**config.mk**
```make
export PLATFORM = sky130hd
export DESIGN_NAME = contiguous_slot_allocator_core
export DESIGN_NICKNAME = d
export VERILOG_FILES = /design/src/hw/rtl/csa_pkg.sv /design/src/hw/rtl/csa_ctrl.sv /design/src/hw/rtl/csa_datapath.sv /design/src/hw/rtl/contiguous_slot_allocator_core.sv
export SDC_FILE = /design/constraint.sdc
export NUM_CORES = 1
export LEC_CHECK = 0
export ABC_AREA = 1
export BUFFER_PORTS_ARGS = -buffer_cell sky130_fd_sc_hd__buf_4
export CAP_MARGIN = 20
export CORE_MARGIN = 3
export CORE_UTILIZATION = 65
export DETAILED_ROUTE_END_ITERATION = 8
export HOLD_SLACK_MARGIN = 0.02
export PLACE_DENSITY_LB_ADDON = 0.05
export SKIP_LAST_GASP = 1
export SLEW_MARGIN = 5
export SYNTH_ARGS = -nofsm -noshare
export SYNTH_HDL_FRONTEND = slang
export SYNTH_HIERARCHICAL = 1
export SYNTH_SLANG_ARGS = --single-unit
```
**constraint.sdc**
```tcl
create_clock -name clk_i -period 7.7 [get_ports clk_i]
set_clock_uncertainty 0.2 [all_clocks]
set_input_delay 0.385 -clock clk_i [delete_from_list [all_inputs] [get_ports clk_i]]
set_output_delay 0.385 -clock clk_i [all_outputs]
set_load 0.005 [all_outputs]
```
**src/hw/rtl/csa_pkg.sv**
```systemverilog
// shared types and constants for the contiguous slot allocator
// no dependencies; imported by csa_ctrl, csa_datapath and the top level
package csa_pkg;

  // default row size
  localparam int unsigned CSA_SLOTS = 128;

  // request field widths
  localparam int unsigned LEN_W   = 8;
  localparam int unsigned START_W = 7;
  localparam int unsigned POL_W   = 2;

  typedef enum logic {
    OP_ALLOC   = 1'b0,
    OP_RELEASE = 1'b1
  } op_e;

  typedef enum logic [POL_W-1:0] {
    POL_FIRST = 2'd0,
    POL_NEXT  = 2'd1,
    POL_BEST  = 2'd2,
    POL_WORST = 2'd3
  } fit_policy_e;

  typedef enum logic [2:0] {
    ST_CLEAR,
    ST_IDLE,
    ST_DECIDE,
    ST_SCAN,
    ST_DRAIN,
    ST_SELECT,
    ST_MARK,
    ST_DONE
  } ctrl_state_e;

  // controller to datapath
  typedef struct packed {
    logic clr_wr;     // clear one slot during the power-up pass
    logic req_load;   // latch the request fields
    logic scan_init;  // reset scan pointer and hole tracker
    logic scan_rd;    // read one slot of the bitmap
    logic mark_load;  // load start and length of the run to write
    logic mark_wr;    // write one slot of the run
    logic resp_load;  // load the output register
  } csa_cmd_t;

  // datapath to controller
  typedef struct packed {
    logic clr_last;   // clearing pass at last slot
    logic is_release; // latched request is a release
    logic len_ok;     // allocate length within 1..SLOTS
    logic mark_skip;  // release touches no slot
    logic scan_last;  // scan reads last slot this cycle
    logic found;      // a hole was selected
    logic mark_last;  // last write of the run
    logic out_free;   // output register can take a result
  } csa_sts_t;

endpackage

```
**src/hw/rtl/csa_ctrl.sv**
```systemverilog
// controller state machine of the slot allocator
// depends on csa_pkg; drives csa_datapath through csa_cmd_t
module csa_ctrl import csa_pkg::*; (
  input  logic     clk_i,
  input  logic     rst_ni,
  input  logic     in_valid_i,
  output logic     in_ready_o,
  input  csa_sts_t sts_i,
  output csa_cmd_t cmd_o
);

  ctrl_state_e state_q, state_d;

  // state register
  always_ff @(posedge clk_i or negedge rst_ni) begin
    if (!rst_ni) begin
      state_q <= ST_CLEAR;
    end else begin
      state_q <= state_d;
    end
  end

  // next state
  always_comb begin
    state_d = state_q;
    case (state_q)
      ST_CLEAR: begin
        if (sts_i.clr_last) state_d = ST_IDLE;
      end
      ST_IDLE: begin
        if (in_valid_i) state_d = ST_DECIDE;
      end
      ST_DECIDE: begin
        if (sts_i.is_release) begin
          state_d = sts_i.mark_skip ? ST_DONE : ST_MARK;
        end else begin
          state_d = sts_i.len_ok ? ST_SCAN : ST_DONE;
        end
      end
      ST_SCAN: begin
        if (sts_i.scan_last) state_d = ST_DRAIN;
      end
      ST_DRAIN: begin
        state_d = ST_SELECT;
      end
      ST_SELECT: begin
        state_d = sts_i.found ? ST_MARK : ST_DONE;
      end
      ST_MARK: begin
        if (sts_i.mark_last) state_d = ST_DONE;
      end
      ST_DONE: begin
        if (sts_i.out_free) state_d = ST_IDLE;
      end
      default: begin
        state_d = ST_IDLE;
      end
    endcase
  end

  // outputs
  always_comb begin
    cmd_o      = '0;
    in_ready_o = 1'b0;
    case (state_q)
      ST_CLEAR: begin
        cmd_o.clr_wr = 1'b1;
      end
      ST_IDLE: begin
        in_ready_o     = 1'b1;
        cmd_o.req_load = in_valid_i;
      end
      ST_DECIDE: begin
        cmd_o.mark_load = sts_i.is_release && !sts_i.mark_skip;
        cmd_o.scan_init = !sts_i.is_release && sts_i.len_ok;
      end
      ST_SCAN: begin
        cmd_o.scan_rd = 1'b1;
      end
      ST_DRAIN: begin
        cmd_o = '0;
      end
      ST_SELECT: begin
        cmd_o.mark_load = sts_i.found;
      end
      ST_MARK: begin
        cmd_o.mark_wr = 1'b1;
      end
      ST_DONE: begin
        cmd_o.resp_load = sts_i.out_free;
      end
      default: begin
        cmd_o = '0;
      end
    endcase
  end

endmodule

```
**src/hw/rtl/csa_datapath.sv**
```systemverilog
// datapath of the slot allocator: occupancy memory, hole scan, fit selection
// depends on csa_pkg; controlled by csa_ctrl through csa_cmd_t / csa_sts_t
module csa_datapath import csa_pkg::*; #(
  parameter int unsigned SLOTS = CSA_SLOTS
) (
  input  logic                 clk_i,
  input  logic                 rst_ni,
  input  csa_cmd_t             cmd_i,
  output csa_sts_t             sts_o,
  input  logic                 cfg_we_i,
  input  logic [POL_W-1:0]     cfg_wdata_i,
  input  logic                 operation_i,
  input  logic [LEN_W-1:0]     run_length_i,
  input  logic [START_W-1:0]   release_start_i,
  output logic                 out_valid_o,
  input  logic                 out_ready_i,
  output logic                 granted_o,
  output logic [START_W-1:0]   run_start_o
);

  localparam int unsigned IW = $clog2(SLOTS);
  localparam int unsigned CW = $clog2(SLOTS + 1);
  localparam int unsigned LW = (CW > LEN_W) ? CW : LEN_W;
  localparam logic [IW-1:0] LAST = IW'(SLOTS - 1);

  // configuration
  fit_policy_e pol_q;

  always_ff @(posedge clk_i or negedge rst_ni) begin
    if (!rst_ni) begin
      pol_q <= POL_FIRST;
    end else if (cfg_we_i) begin
      pol_q <= fit_policy_e'(cfg_wdata_i);
    end
  end

  // latched request
  op_e                req_op_q;
  logic [LEN_W-1:0]   req_len_q;
  logic [START_W-1:0] req_rs_q;

  always_ff @(posedge clk_i) begin
    if (cmd_i.req_load) begin
      req_op_q  <= op_e'(operation_i);
      req_len_q <= run_length_i;
      req_rs_q  <= release_start_i;
    end
  end

  logic is_release, len_ok, rs_ok;
  assign is_release = (req_op_q == OP_RELEASE);
  assign len_ok     = (req_len_q != '0) && (32'(req_len_q) <= 32'(SLOTS));
  assign rs_ok      = (32'(req_rs_q) < 32'(SLOTS));

  // occupancy memory, one bit per slot
  logic             used_mem [SLOTS];
  logic [IW-1:0]    wr_addr_q, wr_addr_d;
  logic [LEN_W-1:0] rem_q, rem_d;
  logic             mem_we, mem_wval;
  logic [IW-1:0]    rd_addr_q;
  logic [IW-1:0]    rd_idx_q;
  logic             rd_data_q;
  logic             rd_vld_q;

  assign mem_we   = cmd_i.clr_wr || cmd_i.mark_wr;
  assign mem_wval = cmd_i.mark_wr && !is_release;

  always_ff @(posedge clk_i) begin
    if (mem_we) begin
      used_mem[wr_addr_q] <= mem_wval;
    end
  end

  always_ff @(posedge clk_i) begin
    if (cmd_i.scan_rd) begin
      rd_data_q <= used_mem[rd_addr_q];
      rd_idx_q  <= rd_addr_q;
    end
  end

  // scan read pointer
  always_ff @(posedge clk_i or negedge rst_ni) begin
    if (!rst_ni) begin
      rd_addr_q <= '0;
      rd_vld_q  <= 1'b0;
    end else begin
      rd_vld_q <= cmd_i.scan_rd;
      if (cmd_i.scan_init) begin
        rd_addr_q <= '0;
      end else if (cmd_i.scan_rd) begin
        rd_addr_q <= rd_addr_q + IW'(1);
      end
    end
  end

  // hole tracker: closes a hole at a used slot or at the row end
  logic          in_hole_q;
  logic [IW-1:0] hole_s_q, hole_s_n;
  logic [CW-1:0] hole_h_q, hole_h_n;
  logic          slot_free, at_last;
  logic          cand_vld;
  logic [IW-1:0] cand_s;
  logic [CW-1:0] cand_h;
  logic [CW-1:0] cand_end;
  logic          fit;

  assign slot_free = !rd_data_q;
  assign at_last   = (rd_idx_q == LAST);
  assign hole_s_n  = in_hole_q ? hole_s_q : rd_idx_q;
  assign hole_h_n  = in_hole_q ? (hole_h_q + CW'(1)) : CW'(1);
  assign cand_vld  = rd_vld_q && ((slot_free && at_last) || (!slot_free && in_hole_q));
  assign cand_s    = slot_free ? hole_s_n : hole_s_q;
  assign cand_h    = slot_free ? hole_h_n : hole_h_q;
  assign cand_end  = CW'(cand_s) + cand_h;
  assign fit       = cand_vld && (LW'(cand_h) >= LW'(req_len_q));

  always_ff @(posedge clk_i or negedge rst_ni) begin
    if (!rst_ni) begin
      in_hole_q <= 1'b0;
    end else if (cmd_i.scan_init) begin
      in_hole_q <= 1'b0;
    end else if (rd_vld_q) begin
      in_hole_q <= slot_free && !at_last;
    end
  end

  always_ff @(posedge clk_i) begin
    if (rd_vld_q && slot_free) begin
      hole_s_q <= hole_s_n;
      hole_h_q <= hole_h_n;
    end
  end

  // fit selection
  logic [IW-1:0] ptr_q, ptr_d;
  logic          sel_vld_q, sel_vld_d;
  logic [IW-1:0] sel_s_q, sel_s_d;
  logic [CW-1:0] sel_h_q, sel_h_d;
  logic          any_vld_q, any_vld_d;
  logic [IW-1:0] any_s_q, any_s_d;
  logic          take;

  always_comb begin
    take = 1'b0;
    case (pol_q)
      POL_FIRST: take = fit && !sel_vld_q;
      POL_NEXT:  take = fit && !sel_vld_q && (cand_end > CW'(ptr_q));
      POL_BEST:  take = fit && (!sel_vld_q || (cand_h < sel_h_q));
      POL_WORST: take = fit && (!sel_vld_q || (cand_h > sel_h_q));
      default:   take = 1'b0;
    endcase
  end

  always_comb begin
    sel_vld_d = sel_vld_q;
    sel_s_d   = sel_s_q;
    sel_h_d   = sel_h_q;
    any_vld_d = any_vld_q;
    any_s_d   = any_s_q;
    if (cmd_i.req_load) begin
      sel_vld_d = 1'b0;
      any_vld_d = 1'b0;
    end else begin
      if (take) begin
        sel_vld_d = 1'b1;
        sel_s_d   = cand_s;
        sel_h_d   = cand_h;
      end
      // first sufficient hole anywhere, for the next-fit wrap
      if (fit && !any_vld_q) begin
        any_vld_d = 1'b1;
        any_s_d   = cand_s;
      end
    end
  end

  always_ff @(posedge clk_i or negedge rst_ni) begin
    if (!rst_ni) begin
      sel_vld_q <= 1'b0;
      any_vld_q <= 1'b0;
    end else begin
      sel_vld_q <= sel_vld_d;
      any_vld_q <= any_vld_d;
    end
  end

  always_ff @(posedge clk_i) begin
    sel_s_q <= sel_s_d;
    sel_h_q <= sel_h_d;
    any_s_q <= any_s_d;
  end

  logic          found;
  logic [IW-1:0] fin_start;

  assign found     = (pol_q == POL_NEXT) ? (sel_vld_q || any_vld_q) : sel_vld_q;
  assign fin_start = (pol_q == POL_NEXT && !sel_vld_q) ? any_s_q : sel_s_q;

  // next-fit pointer moves past an allocated run
  logic [CW-1:0] ptr_sum;
  assign ptr_sum = CW'(fin_start) + CW'(req_len_q);

  always_comb begin
    ptr_d = ptr_q;
    if (cmd_i.mark_load && !is_release && pol_q == POL_NEXT) begin
      ptr_d = (ptr_sum == CW'(SLOTS)) ? '0 : IW'(ptr_sum);
    end
  end

  always_ff @(posedge clk_i or negedge rst_ni) begin
    if (!rst_ni) begin
      ptr_q <= '0;
    end else begin
      ptr_q <= ptr_d;
    end
  end

  // run writer, also walks the clearing pass
  always_comb begin
    wr_addr_d = wr_addr_q;
    rem_d     = rem_q;
    if (cmd_i.mark_load) begin
      wr_addr_d = is_release ? IW'(req_rs_q) : fin_start;
      rem_d     = req_len_q;
    end else if (mem_we) begin
      wr_addr_d = wr_addr_q + IW'(1);
      rem_d     = rem_q - LEN_W'(1);
    end
  end

  always_ff @(posedge clk_i or negedge rst_ni) begin
    if (!rst_ni) begin
      wr_addr_q <= '0;
      rem_q     <= '0;
    end else begin
      wr_addr_q <= wr_addr_d;
      rem_q     <= rem_d;
    end
  end

  // output register
  logic               out_vld_q;
  logic               granted_q;
  logic [START_W-1:0] run_start_q;

  always_ff @(posedge clk_i or negedge rst_ni) begin
    if (!rst_ni) begin
      out_vld_q <= 1'b0;
    end else if (cmd_i.resp_load) begin
      out_vld_q <= 1'b1;
    end else if (out_ready_i) begin
      out_vld_q <= 1'b0;
    end
  end

  always_ff @(posedge clk_i) begin
    if (cmd_i.resp_load) begin
      granted_q <= is_release || found;
      if (is_release) begin
        run_start_q <= req_rs_q;
      end else begin
        run_start_q <= found ? START_W'(fin_start) : '0;
      end
    end
  end

  assign out_valid_o = out_vld_q;
  assign granted_o   = granted_q;
  assign run_start_o = run_start_q;

  // status back to the controller
  always_comb begin
    sts_o            = '0;
    sts_o.clr_last   = (wr_addr_q == LAST);
    sts_o.is_release = is_release;
    sts_o.len_ok     = len_ok;
    sts_o.mark_skip  = (req_len_q == '0) || !rs_ok;
    sts_o.scan_last  = (rd_addr_q == LAST);
    sts_o.found      = found;
    sts_o.mark_last  = (rem_q == LEN_W'(1)) || (wr_addr_q == LAST);
    sts_o.out_free   = !out_vld_q || out_ready_i;
  end

endmodule

```
**src/hw/rtl/contiguous_slot_allocator_core.sv**
```systemverilog
// top level of the contiguous slot allocator
// depends on csa_pkg, csa_ctrl and csa_datapath

// Keeps a one-bit-per-slot occupancy map of SLOTS slots in a memory with
// one read and one write port and places runs by first, next, best or
// worst fit (fit_policy). After reset the map is cleared one slot per
// cycle, so the block takes no request until the clearing pass is done.
// An allocate reads the whole map one slot per cycle and then writes the
// run one slot per cycle; when no hole is large enough it writes nothing,
// and an allocate of length 0 or above SLOTS is refused without a scan.
// A release writes its run only, clipped at the last slot, and writes
// nothing when it touches no slot. One request is in flight at a time; a
// result waits in an output register while the next request is taken.
module contiguous_slot_allocator_core import csa_pkg::*; #(
  parameter int unsigned SLOTS = CSA_SLOTS
) (
  input  logic               clk_i,
  input  logic               rst_ni,
  input  logic               cfg_we_i,
  input  logic [POL_W-1:0]   cfg_wdata_i,
  input  logic               in_valid_i,
  output logic               in_ready_o,
  input  logic               operation_i,
  input  logic [LEN_W-1:0]   run_length_i,
  input  logic [START_W-1:0] release_start_i,
  output logic               out_valid_o,
  input  logic               out_ready_i,
  output logic               granted_o,
  output logic [START_W-1:0] run_start_o
);

  csa_cmd_t cmd;
  csa_sts_t sts;

  // sequencer
  csa_ctrl u_ctrl (
    .clk_i      (clk_i),
    .rst_ni     (rst_ni),
    .in_valid_i (in_valid_i),
    .in_ready_o (in_ready_o),
    .sts_i      (sts),
    .cmd_o      (cmd)
  );

  // bitmap, scan and result
  csa_datapath #(
    .SLOTS (SLOTS)
  ) u_datapath (
    .clk_i           (clk_i),
    .rst_ni          (rst_ni),
    .cmd_i           (cmd),
    .sts_o           (sts),
    .cfg_we_i        (cfg_we_i),
    .cfg_wdata_i     (cfg_wdata_i),
    .operation_i     (operation_i),
    .run_length_i    (run_length_i),
    .release_start_i (release_start_i),
    .out_valid_o     (out_valid_o),
    .out_ready_i     (out_ready_i),
    .granted_o       (granted_o),
    .run_start_o     (run_start_o)
  );

endmodule
```
==> Word-level counts from Yosys, hierarchy flattened <==
Memory sizes are Yosys's and may differ from the RTL's. A register that Yosys moved wholly into a read port is not among the register bits.
Cells that the tools add are included.
{ "totals": {"memories": 1, "out_inout_bits": 10, "mem_bits_rw": 128, "in_bits": 23, "register_bits": 107} }
{ "classes": {"bitwise_logic": 1, "eq_ne": 20, "n_mux": 45, "magnitude_cmp": 5, "n_addsub": 6, "reduce_logical": 46} }
{ "memory_table": {"columns": ["name", "depth", "width", "read_ports", "rd_ports_with_merged_regs", "wr", "line", "source"], "rows": [
  ["u_datapath.used_mem", 128, 1, 1, 1, 1, "csa_datapath.sv:56", "logic used_mem [SLOTS];"]
]} }
{ "ops": {"columns": ["cell", "count"], "rows": [
  ["7-bit 2-to-1 mux", 11],
  ["8-bit 2-to-1 mux", 4],
  ["3-bit case mux with 8 select lines", 1],
  ["7-bit == test, second input constant", 3],
  ["3-bit 2-to-1 mux", 7],
  ["1-bit 2-to-1 mux", 20],
  ["1-bit logical AND", 18],
  ["7-bit by 8-bit adder with 8-bit output", 2],
  ["7-bit by 1-bit adder with 7-bit output, second input constant", 2],
  ["3-bit == test, second input constant", 4],
  ["2-bit nonzero test", 6],
  ["8-bit by 1-bit adder with 8-bit output, second input constant", 1],
  ["8-bit by 1-bit == test with 1-bit output, second input constant", 1],
  ["8-bit == test, second input constant", 1],
  ["8-bit >= comparator", 1],
  ["8-bit by 7-bit > comparator with 1-bit output", 1],
  ["8-bit > comparator", 1],
  ["8-bit less-or-equal comparator, second input constant", 1],
  ["8-bit logical NOT", 1],
  ["1-bit logical OR", 8],
  ["8-bit less-than comparator", 1],
  ["2-bit != test, second input constant", 4],
  ["8-bit nonzero test", 1],
  ["8-bit by 1-bit subtractor with 8-bit output, second input constant", 1],
  ["other kinds (13)", 22]
]} }

==> Logic depth before layout (Yosys ltp) <==
{ "depth": {"word_depth": 10, "depth_mapped": 23, "ltp_nobuf": 23} }

==> Modules after synthesis <==
Netlist, hierarchy kept.
{ "by_module_without_submodules": {"columns": ["module", "cells_per_inst", "instances", "area_per_inst_um2"], "rows": [
  ["csa_datapath", 1242, 1, 11609.9],
  ["csa_ctrl", 61, 1, 361.6]
]} }

==> Worst setup path after synthesis <==
Ideal clock, no wire load.
{ "synth_path": {"path_kind": "register to register", "startpoint": "reg u_ctrl.state_q[0]", "endpoint": "mem u_datapath.used_mem[0], data pin", "t_arrival_ns": 3.803, "required_time_ns": 6.696, "setup_time_ns": 0.804, "n_path_buf": 1, "path_stages_with_launch": 7, "slack_ns": 2.893, "cell_sequence": "dfrtp_1 buf_12 inv_1 nand3_1 inv_1 inv_1 nor2_1"} }
{ "synth_lines": {"columns": ["element", "line", "source"], "rows": [
  ["start, declared", "csa_ctrl.sv:12", "ctrl_state_e state_q, state_d;"],
  ["start signal, assigned", "csa_ctrl.sv:19", "state_q <= state_d;"],
  ["end, declared", "csa_datapath.sv:56", null]
]} }

==> Worst setup path in the final report <==
{ "layout_path": {"startpoint": "reg u_datapath.rd_data_q, read port of u_datapath.used_mem", "endpoint": "reg u_datapath.sel_s_q[6], enable pin"} }
{ "layout_via": {"elab_cells_between_ends": 21} }
{ "layout_lines": {"columns": ["element", "line", "source"], "rows": [
  ["start, declared", "csa_datapath.sv:62", "logic rd_data_q;"],
  ["7-bit 2-to-1 mux", "csa_datapath.sv:112", "assign cand_s = slot_free ? hole_s_n : hole_s_q;"],
  ["net u_datapath.cand_s[1]", "csa_datapath.sv:102", "logic [IW-1:0] cand_s;"],
  ["7-bit by 8-bit adder with 8-bit output", "csa_datapath.sv:114", "assign cand_end = CW'(cand_s) + cand_h;"],
  ["8-bit by 7-bit > comparator with 1-bit output", "csa_datapath.sv:147", "POL_NEXT: take = fit && !sel_vld_q && (cand_end > CW'(ptr_q));"],
  ["1-bit logical AND", "csa_datapath.sv:147", null],
  ["1-bit case mux with 4 select lines", "csa_datapath.sv:145", "case (pol_q)"],
  ["2-bit AND reduction (no source line)", null, null],
  ["end signal, assigned", "csa_datapath.sv:188", "sel_s_q <= sel_s_d;"],
  ["end, declared", "csa_datapath.sv:137", "logic [IW-1:0] sel_s_q, sel_s_d;"]
]} }
The timed path passes the listed nets, and every way through them passes these cells.
A chain may end at the register's enable or synchronous reset.

==> run metrics <==
worst-case clock buffer depth 3; Hold WS 0.0584 ns; end of the worst register-to-register path u_datapath/sel_s_q[6]; Synth cell types 40; R2R setup slack 2.93 ns; initial antenna violation count 0; Iteration-0 DRC Markers 1,218; GP Congestion 0.889; Syn Std Cell Area 12,000 sq um; Hold WC Path Type input pin to register; Synth Area in Adders 4.72%; Logic pwr share 1.8%; main combinational cell family by area after synthesis simple AND/OR/NAND/NOR gates; pre-CTS setup slack 3.02 ns; Clk pwr share 46.5%; layout net count 1,413; # setup viols final 0; max-slew violations 0; FF-to-FF Start u_datapath/rd_data_q; xor-xnor portion of the synthesized cell area 1.02%; yosys warns 6; Final Power 2.65 mW; Max-Cap Viols 0; R2R depth 18; synthesized flop and latch total 236; critical path class register to register; RSZ-0062 raised after global routing false; placed instance area 12,200 sq um; crit path max-delay cell type o21ai_0; P&R area growth vs syn 11.6%; PwrDens 198 nW/um^2; most frequent cell after synthesis nand2_1; Port-buffer cells 32; Worst Hold Depth 3; EDFF count, synth between 150 and 200; relative slew slack 41.9%; critical path fanouts, max 28; Critical Path Start Type register; pin count of the biggest net entering global routing between 100 and 150; H-tree lvl count 1; DRC Markers 0; CTS Buf Count 25; clock slew at the register clock pins of the worst setup and hold paths ~0.060 ns; Pint 2.15 mW; DR vias/cell about 5.9; Initial Util 67.8%; static leakage 5.44 nW; Tightest Pin Transition between 0.8 and 0.9 ns; design area about 13,000 sq um; grt total ovfl 0; clock sinks 236; share of power burned in registers 51.7%; WHS Endpoint u_ctrl/state_q[1]; # diodes 0; cell chosen for the clock root clkbuf_16; CP endpoint kind register; GRT Total Usage 29.4%; switching pwr 499 uW; Die X 142 um; Vias 9,421; fraction of registers with async set/reset 16.5%; register area share after synthesis a little under three fifths; FMAX around 0.21 GHz; I/O Pins 33; antenna-violating nets left 0; run status completed; Initial DRT Pass Iterations 6; worst path cell trace clkinv_1, o21ai_0, inv_1, fa_1, o21ai_0, xnor2_1, inv_1, ha_1, nand2_1, inv_1, nand2_1, nand2_1, nand2_1, nand2_1, nand2_1, nand3_1, nand3_1, inv_1; Simple-Gate Fraction of Synth Area roughly 23%; setup bufs post-CTS 0; post-synthesis mux area share 0.0941%; CP peak stage delay ~0.67 ns; Fill cells 1,242; ys flop type edfxtp_1; Sw Ratio a little under a fifth; drt wl/cell 18.2 um; Tmin final between 4 and 5 ns; Worst Hold Launch in_valid_i; final WL between 20,000 and 30,000 um; Row Count 48; share of the synthesized area in the top cell type 49.4%; setup TNS 0 ns; leading area contributor after synthesis edfxtp_1; CP most frequent cell nand2_1; final setup margin 2.93 ns; share of cells above drive strength 1 6.89%; Post-DP HPWL 18,100 um; top cells by count, synth 286 x nand2_1, 261 x nor2_1, 197 x edfxtp_1, 131 x inv_1, 78 x o21ai_0; clk_lat worst skew 0.52 ns; Max IR drop VDD 0.000225 V; CTS tree yes; crit path DAT 4.72 ns; die area 20,100 sq um; Die Y 142 um; vias in the first global route just over 9,000; Worst Path Required between 7 and 8 ns; Area contributors post-synth edfxtp_1 49%, nand2_1 9.0%, nor2_1 8.2%, dfrtp_1 8.2%, ha_1 4.4%; Mapped Cells 1,303; Core ar. between 15,000 and 20,000 sq um; crit share post-route 62.0%; Hold Violations, Final 0; Mean Syn Cell Area about 9 sq um; first-pass GRT wire length 46,700 um; syn nets 1,370; CTS resizes 0; post-synthesis compound-gate area fraction 7.08%
[kinds of logic (layout without fill, tap and decap cells)]
family / count (synthesis) / in the layout
AND/OR/NAND/NOR: 668 / 668
XOR/XNOR: 14 / 14
buffers and inverters: 183 / 244
multiplexers: 1 / 1
AO/OA/AOI/OAI: 157 / 157
flip-flops: 236 / 236
adder cells (fa/ha/maj): 44 / 44
[cell usage in the layout (no fill, tap or decap), types with 2 or more instances in the layout]
cell type,instances
a21oi_1,42
a31oi_1,3
buf_4,37
bufinv_16,5
clkbuf_1,5
clkbuf_16,25
clkinv_1,9
clkinv_2,2
dfrtp_1,38
dlygate4sd3_1,23
edfxtp_1,197
fa_1,2
ha_1,42
inv_1,131
inv_2,4
nand2_1,286
nand3_1,77
nand4_1,9
nor2_1,260
nor2_2,6
nor2_4,3
nor3_1,18
nor4_1,2
o211ai_1,3
o21a_1,2
o21ai_0,78
o21ai_1,15
o221ai_1,7
o22ai_1,2
o311ai_0,3
or2_2,2
xnor2_1,6
xor2_1,8
[per-stage QoR]
stage / util (%) / std cells
final: 75.7 / 1589
after global routing: 75.7 / 1589
after CTS: 75.4 / 1587
after detailed placement: 69.3 / 1519
after global placement: 69.3 / 1519
after floorplan: - / 1303
[cell type report]
class | instances | area [sq um] | area share (%)
Clock buffer | 30 | 644 | 4.82
Clock inverter | 15 | 194 | 1.45
Inverter | 137 | 514 | 3.85
Multi-Input combinational cell | 884 | 4280 | 32.0
Sequential cell | 236 | 6890 | 51.6
Tap cell | 225 | 282 | 2.11
Timing Repair Buffer | 62 | 556 | 4.16
[metal layers]
layer,global-route usage [%],share of wire [%]
met1,42.7,41
met2,46.4,47
met3,4.82,9.8
met4,8.94,2.2
met5,0,0
[registers in the layout, indices dropped and copies added, names as in the netlist, 2 cells and up]
signal / count
u_ctrl/state_q: 3
u_datapath/ptr_q: 7
u_datapath/rd_idx_q: 7
u_datapath/sel_h_q: 8
u_datapath/run_start_o: 7
u_datapath/any_s_q: 7
u_datapath/rd_addr_q: 7
u_datapath/wr_addr_q: 7
u_datapath/hole_s_q: 7
u_datapath/pol_q: 2
u_datapath/hole_h_q: 8
u_datapath/req_len_q: 8
u_datapath/sel_s_q: 7
u_datapath/req_rs_q: 7
u_datapath/rem_q: 8
u_datapath/used_mem: 128
[timing repair]
action | CTS | global route
setup endpoints to repair | 0 | 0
hold endpoints to repair | 58 | 0
hold buffers | 23 | 0
[worst max-delay path by stage]
stage | cells after the start | end | slack [ns] | start
2_1_floorplan | 6 | u_datapath/used_mem[0] | 2.89 | u_ctrl/state_q[0]
3_3_place_gp | 18 | u_datapath/sel_h_q[2] | 3.20 | u_datapath/rd_data_q
3_5_place_dp | 18 | u_datapath/sel_h_q[4] | 3.02 | u_datapath/rd_data_q
4_1_cts | 18 | u_datapath/sel_h_q[5] | 3.00 | u_datapath/rd_data_q
5_1_grt | 18 | u_datapath/sel_h_q[7] | 2.44 | u_datapath/rd_data_q
6_report | 18 | u_datapath/sel_s_q[6] | 2.93 | u_datapath/rd_data_q
[power groups by stage]
stage	registers, mW	clock network [mW]	logic, mW
after floorplan	1.40	0	0.0158
after global placement	1.40	0	0.0343
after detailed placement	1.40	0	0.0353
after CTS	1.37	1.24	0.0454
after global routing	1.37	1.30	0.0513
final	1.37	1.23	0.0465
[worst max-delay path: cells and delay by family (launching register included)]
family          cells  cell delay (ns)
fa+ha+maj           2             0.75
simple gates        8             0.49
xor+xnor            1             0.16
compound gates      2             0.97
buf+inv             5             1.35
flops               1             0.49
No activity file was read; power rests on OpenSTA's default activity.
